`src/hdl/lic_pkg.sv`:
```
// shared constants, types and state codes of the line border clipper
package lic_pkg;

  localparam int FRAC_BITS = 16;
  localparam int MAX_DIM = 4096;
  localparam int REGW = 13;
  localparam int CW = 16;
  localparam int OW = 12;
  localparam int DIMW = $clog2(MAX_DIM) + 1;
  localparam int QB = DIMW;
  localparam int SW = 22 + FRAC_BITS;
  localparam int BW = SW + CW + 1;
  localparam int NW = BW + 1;
  localparam int DIVW = NW;
  localparam int QW = CW + 1 + FRAC_BITS;
  localparam int STW = $clog2(QW + 1);

  typedef struct packed {
    logic signed [CW-1:0] x1;
    logic signed [CW-1:0] y1;
    logic signed [CW:0]   dx;
    logic signed [CW:0]   dy;
  } item_t;

  typedef struct packed {
    logic           start;
    logic [STW-1:0] steps;
  } div_req_t;

  typedef enum logic [3:0] {
    ST_IDLE, ST_SLOPE, ST_SDIV, ST_MUL, ST_BASE, ST_YR, ST_EDGE, ST_EDIV, ST_OUT
  } state_e;

  typedef enum logic {
    REG_ROWS = 1'b0,
    REG_COLS = 1'b1
  } reg_idx_e;

endpackage

```
`src/hdl/lic_front.sv`:
```
// input side: takes point pairs, forms dx and dy, holds them in a two-entry queue
module lic_front import lic_pkg::*; (
  input  logic                clk_i,
  input  logic                rst_ni,
  input  logic                in_valid_i,
  output logic                in_ready_o,
  input  logic [4*CW-1:0]     in_data_i,
  output logic                q_valid_o,
  input  logic                q_pop_i,
  output item_t               q_item_o
);

  item_t       mem_q [2];
  logic        wr_q, wr_d, rd_q, rd_d;
  logic [1:0]  cnt_q, cnt_d;
  logic        push;
  item_t       new_item;
  logic signed [CW-1:0] x1, y1, x2, y2;

  assign x1 = in_data_i[CW-1:0];
  assign y1 = in_data_i[2*CW-1:CW];
  assign x2 = in_data_i[3*CW-1:2*CW];
  assign y2 = in_data_i[4*CW-1:3*CW];

  always_comb begin
    new_item.x1 = x1;
    new_item.y1 = y1;
    new_item.dx = (CW+1)'(x2) - (CW+1)'(x1);
    new_item.dy = (CW+1)'(y2) - (CW+1)'(y1);
  end

  assign in_ready_o = (cnt_q != 2'd2);
  assign push = in_valid_i && in_ready_o;
  assign q_valid_o = (cnt_q != 2'd0);
  assign q_item_o = mem_q[rd_q];

  always_comb begin
    wr_d = wr_q ^ push;
    rd_d = rd_q ^ (q_pop_i && q_valid_o);
    cnt_d = cnt_q + {1'b0, push} - {1'b0, q_pop_i && q_valid_o};
  end

  always_ff @(posedge clk_i or negedge rst_ni) begin
    if (!rst_ni) begin
      wr_q <= 1'b0;
      rd_q <= 1'b0;
      cnt_q <= 2'd0;
    end else begin
      wr_q <= wr_d;
      rd_q <= rd_d;
      cnt_q <= cnt_d;
    end
  end

  always_ff @(posedge clk_i) begin
    if (push) begin
      mem_q[wr_q] <= new_item;
    end
  end

  a_cnt_bound: assert property (@(posedge clk_i) disable iff (!rst_ni)
    cnt_q != 2'd3) else $error("queue count out of range");
  a_push_counts: assert property (@(posedge clk_i) disable iff (!rst_ni)
    (push && !q_pop_i) |=> (cnt_q == $past(cnt_q) + 2'd1))
    else $error("queue count missed a push");

endmodule

```
`config.mk`:
```
export PLATFORM = sky130hd
export DESIGN_NAME = lic_front
export DESIGN_NICKNAME = d
export VERILOG_FILES = /design/src/hdl/lic_pkg.sv /design/src/hdl/lic_front.sv
export SDC_FILE = /design/constraint.sdc
export NUM_CORES = 1
export LEC_CHECK = 0
export BUFFER_PORTS_ARGS = -buffer_cell sky130_fd_sc_hd__buf_2
export CAP_MARGIN = 20
export CORE_ASPECT_RATIO = 0.7
export CORE_MARGIN = 2
export CORE_UTILIZATION = 36
export CTS_BUF_LIST = sky130_fd_sc_hd__clkbuf_8
export CTS_CLUSTER_SIZE = 30
export DETAILED_ROUTE_END_ITERATION = 8
export PLACE_DENSITY = 0.63
export SYNTH_ARGS = -nofsm -noshare
export SYNTH_HDL_FRONTEND = slang
export SYNTH_SLANG_ARGS = --single-unit
```
`constraint.sdc`:
```
create_clock -name clk_i -period 6.1 [get_ports clk_i]
set_input_delay 0 -clock clk_i [delete_from_list [all_inputs] [get_ports clk_i]]
set_output_delay 0 -clock clk_i [all_outputs]
set_load 0.005 [all_outputs]
```
Word level (Yosys, flattened, before mapping)
Memories as Yosys holds them, arrays and structs flattened.
Index checks and enable logic that the tools add are counted.
{"block": "word_totals", "reg_bits": 4, "ram_bits": 132, "inputBits": 68, "out_inout_bits": 68, "n_memories": 1}
{"block": "op_classes", "n_addsub": 4, "eq_ne": 1, "mux": 2, "n_bitwise": 2, "n_reduce_logical": 3}
{"memory": "mem_q", "words": 2, "width": 66, "rd": 1, "rd_clocked_by_memory_dff": 0, "write_ports": 1, "line_no": "lic_front.sv:13", "source": "item_t mem_q [2];"}
{"operator": "16-bit by 16-bit subtractor with 17-bit output", "count": 2}
{"operator": "2-bit by 1-bit adder with 2-bit output", "count": 1}
{"operator": "1-bit logical AND", "count": 2}
{"operator": "1-bit two-way mux", "count": 2}
{"operator": "2-bit inequality test, second input constant", "count": 1}
{"operator": "2-bit nonzero test", "count": 1}
{"operator": "2-bit by 1-bit subtractor with 2-bit output", "count": 1}
{"operator": "1-bit XOR", "count": 2}

Longest topological paths before layout
{"block": "depth", "depth_word": 4, "mapped_depth": 9}

Worst setup path before layout
No wires, ideal clock.
{"block": "synth_path", "path_type": "register -> register", "startpoint": "register cnt_q[1]", "endpoint": "memory mem_q[1][0] (netlist name), enable pin", "setup_ns": 0.431, "arrival_ns": 2.224, "setup_slack_ns": 3.445, "stages_incl_launch_ff": 5, "n_path_buf": 0, "period_less_slack_ns": 2.655, "path_cell_list": "dfrtp_1 nand2b_1 nand2_1 inv_1 ha_1"}
{"block": "synth_via", "elab_chain_len": 4}
{"element": "start: declaration", "line_no": "lic_front.sv:15", "source": "logic [1:0] cnt_q, cnt_d;"}
{"element": "start signal: assignment", "line_no": "lic_front.sv:51", "source": "cnt_q <= cnt_d;"}
{"element": "2-bit inequality test", "line_no": "lic_front.sv:32", "source": "assign in_ready_o = (cnt_q != 2'd2);"}
{"element": "via in_ready_o", "line_no": "lic_front.sv:6", "source": "output logic in_ready_o,"}
{"element": "1-bit logical AND", "line_no": "lic_front.sv:33", "source": "assign push = in_valid_i && in_ready_o;"}
{"element": "1-bit two-way mux", "line_no": "lic_front.sv:56", "source": "if (push) begin"}
{"element": "1-bit two-way mux (not written as such)", "line_no": "lic_front.sv:57", "source": "mem_q[wr_q] <= new_item;"}
{"element": "end: declaration", "line_no": "lic_front.sv:13"}
The timed path passes the listed nets, and every way through them passes these cells.

==> impl_results.md <==
- Pin count of the biggest net entering global routing: 68
- Cell with the most instances after synthesis: edfxtp_1
- MaxCap Viol Count: 0
- Clk sink count: 136
- Critical Path End Type: flip-flop
- R2R Setup Slk: 4110 ps
- Outcome: complete, no violations
- Worst r2r src: cnt_q[0]
- Final hold viol count: 0
- Pwr Density: 373.9 mW/mm^2
- PostCTS Resize Cnt: 0
- Starting Density: 36.82%
- Peak supply drop: 182.8 uV
- Util after Layout: roughly 46%
- Clock Latency Late Sink: roughly 450 ps
- Synthesized area per cell: ~14 um^2
- Via density: roughly 5.0
- Cell taking the most area after synthesis: edfxtp_1
- Crit path time final: approximately 2400 ps
- First-pass GRT wire length: ~23 mm
- Highest clock rate: 411.8 MHz
- Pleak: 3.364 nW
- Number of hold buffers added after cts: 37
- CP Data Required Time: 6280 ps
- Yosys warnings: 0
- Syn Inst Count: approximately 470
- Antenna Cells: 0
- CP endpoint: mem_q[1][33]
- Vias: between 4000 and 5000
- Post-Syn Nets: between 500 and 600
- Most used DFF post-synth: edfxtp_1
- Postcts setup bufs: 0
- Async set-reset flop share out of synthesis: approximately 3%
- CTS buffer count: 17
- CP arrival: 2610 ps
- Core area: roughly 0.018 mm^2
- CTS tree: done
- Post-synth EDFFs: 132
- FF-to-FF End: mem_q[1][41]
- Number of routed nets with antenna violations: 0
- Detailed Routing Iterations Pass 1: 6
- Post-Syn Area: 0.006649 mm^2
- Clock root buffer: clkbuf_8
- Number of I/O pins: ~140
- Vias in the first global route: 4380
- Hold Crit Class: in2reg
- Worst-Margin Slew: just over 1000 ps
- Pins Over Slew Limit: 0
- Kind of critical path: in2reg
- Seq/Total Area, Yosys: 61.12%
- Routed wire length: about 14 mm
- Routability-driven placement congestion ratio: 0.8251
- Area Overhead vs Synth: 25.37%
- Total power: 3.116 mW
- H-tree depth: 4
- Setup_tns: 0 ps
- Worst Clk Skew: 11.83 ps
- Initial antenna violation count: 0
- Crit share post-route: 39.81%
- Count of cell types in the netlist: 51
- Top cells by count, synth: edfxtp_1, mux2_2, inv_1
- Final worst setup slack: between 3000 and 4000 ps
- RSZ-0062 raised after global routing: no
- Rows: between 40 and 50
- Port Buffers: 135
- Gr usage total: between 10% and 20%
- Setup slack at placement: approximately 3800 ps
- Die footprint: 0.01959 mm^2
- Die Span Y: 117.7 um
- WL per Instance: 16.10 um
- Critical Path Start: in_data_i[0]
- Max-slew headroom: 31.95%
- Synth area leaders: edfxtp_1, mux2_2, ha_1
- Worst-path clk slew: approximately 70 ps
- Die X: 166.4 um
- Worst Setup Start Kind: primary input
- Layout net count: 754
- Crit Path Max Fanout: 4
- Flops & latches, synth: 136
- Share of the synthesized area in the top cell type: 59.62%
- DRT iter0 DRCs: around 350
- R2R depth: 4
- Detailed-placement wirelength estimate: 9.596 mm
- Final Setup Violations: 0
- Drt drc: 0
- Share of cells above drive strength 1: between 30% and 40%
- CTS Buffer Depth: 2
- Remaining global-route overflow: 0
-- cell type report --
type,count,area [um^2]
fill,1639,9722
clock buffer,17,234.0
tap,236,295.3
sequential,136,4068
multi-input combinational,271,2372
inverter,50,187.7
timing repair buffer,172,1046
clock inverter,14,132.6
-- stage by stage --
step | cells | hold WS (ps) | area (um^2)
6_report | 896 | 35.58 | 8335
5_1_grt | 896 | 50.34 | 8335
4_1_cts | 896 | 6.581 | 8335
3_5_place_dp | 828 | -185.6 | 7599
3_3_place_gp | 828 | -194.2 | 7599
2_1_floorplan | 469 | -295.6 | 6649
-- worst min path at each step --
stage,from,end,slack (ps),depth (start not counted)
floorplan,rst_ni,cnt_q[0],-300,0
global placement,rst_ni,cnt_q[1],-190,1
detailed placement,rst_ni,cnt_q[1],-190,1
CTS,in_valid_i,wr_q,7,5
global route,in_valid_i,wr_q,50,5
finish,in_valid_i,wr_q,40,5
-- per-layer routing --
layer  share of wire, %  global-route usage, %  wire [um]  vias up
li1                   -                      -          -     2100
met5                  0                      0          0        -
met1                 47                  19.75       6812     2163
met4                1.1                  4.957        159        0
met2                 47                  23.37       6723      151
met3                5.1                  4.405        731       22
-- registers in the layout, summed over array words and instances, names as in the netlist --
register and flops:
cnt_q 2, mem_q 132, rd_q 1, wr_q 1
-- cell families (layout without fill, tap and decap cells) --
family	count (synthesis)	in the layout	synth area share [%]
buffers and inverters	62	253	3.575
multiplexers	68	68	11.50
AND/OR/NAND/NOR	64	64	4.836
adder cells (fa/ha/maj)	38	38	7.377
XOR/XNOR	23	23	3.030
flip-flops	136	136	61.12
AO/OA/AOI/OAI	78	78	8.563
-- worst max-delay path, stage by stage --
cell and delay (ps):
dlygate4sd3_1 540, buf_2 140, ha_1 220, fa_1 410, nor2b_1 240, o2111ai_1 190
a21o_1 250, a211o_1 350, a21oi_1 150, o22ai_1 110
-- power by group --
group / switching [mW] / internal (mW)
logic: 0.456 / 0.492
registers: 0.143 / 1.32
clock network: 0.354 / 0.355
total: 0.953 / 2.16
-- layout by cell type, fill, tap and decap left out, types with 6 or more instances in the layout --
master           n
a21oi_1         20
ha_1            34
inv_1           50
nand2_1         12
nor2_1          20
buf_2          135
xnor2_1         13
xor2_1          10
clkbuf_8        17
dlygate4sd3_1   37
o21a_1           7
o21ai_0          8
mux2_2          67
edfxtp_1       132
nor2b_1          6
a21o_1          13
(Power assumes the default switching activity.)
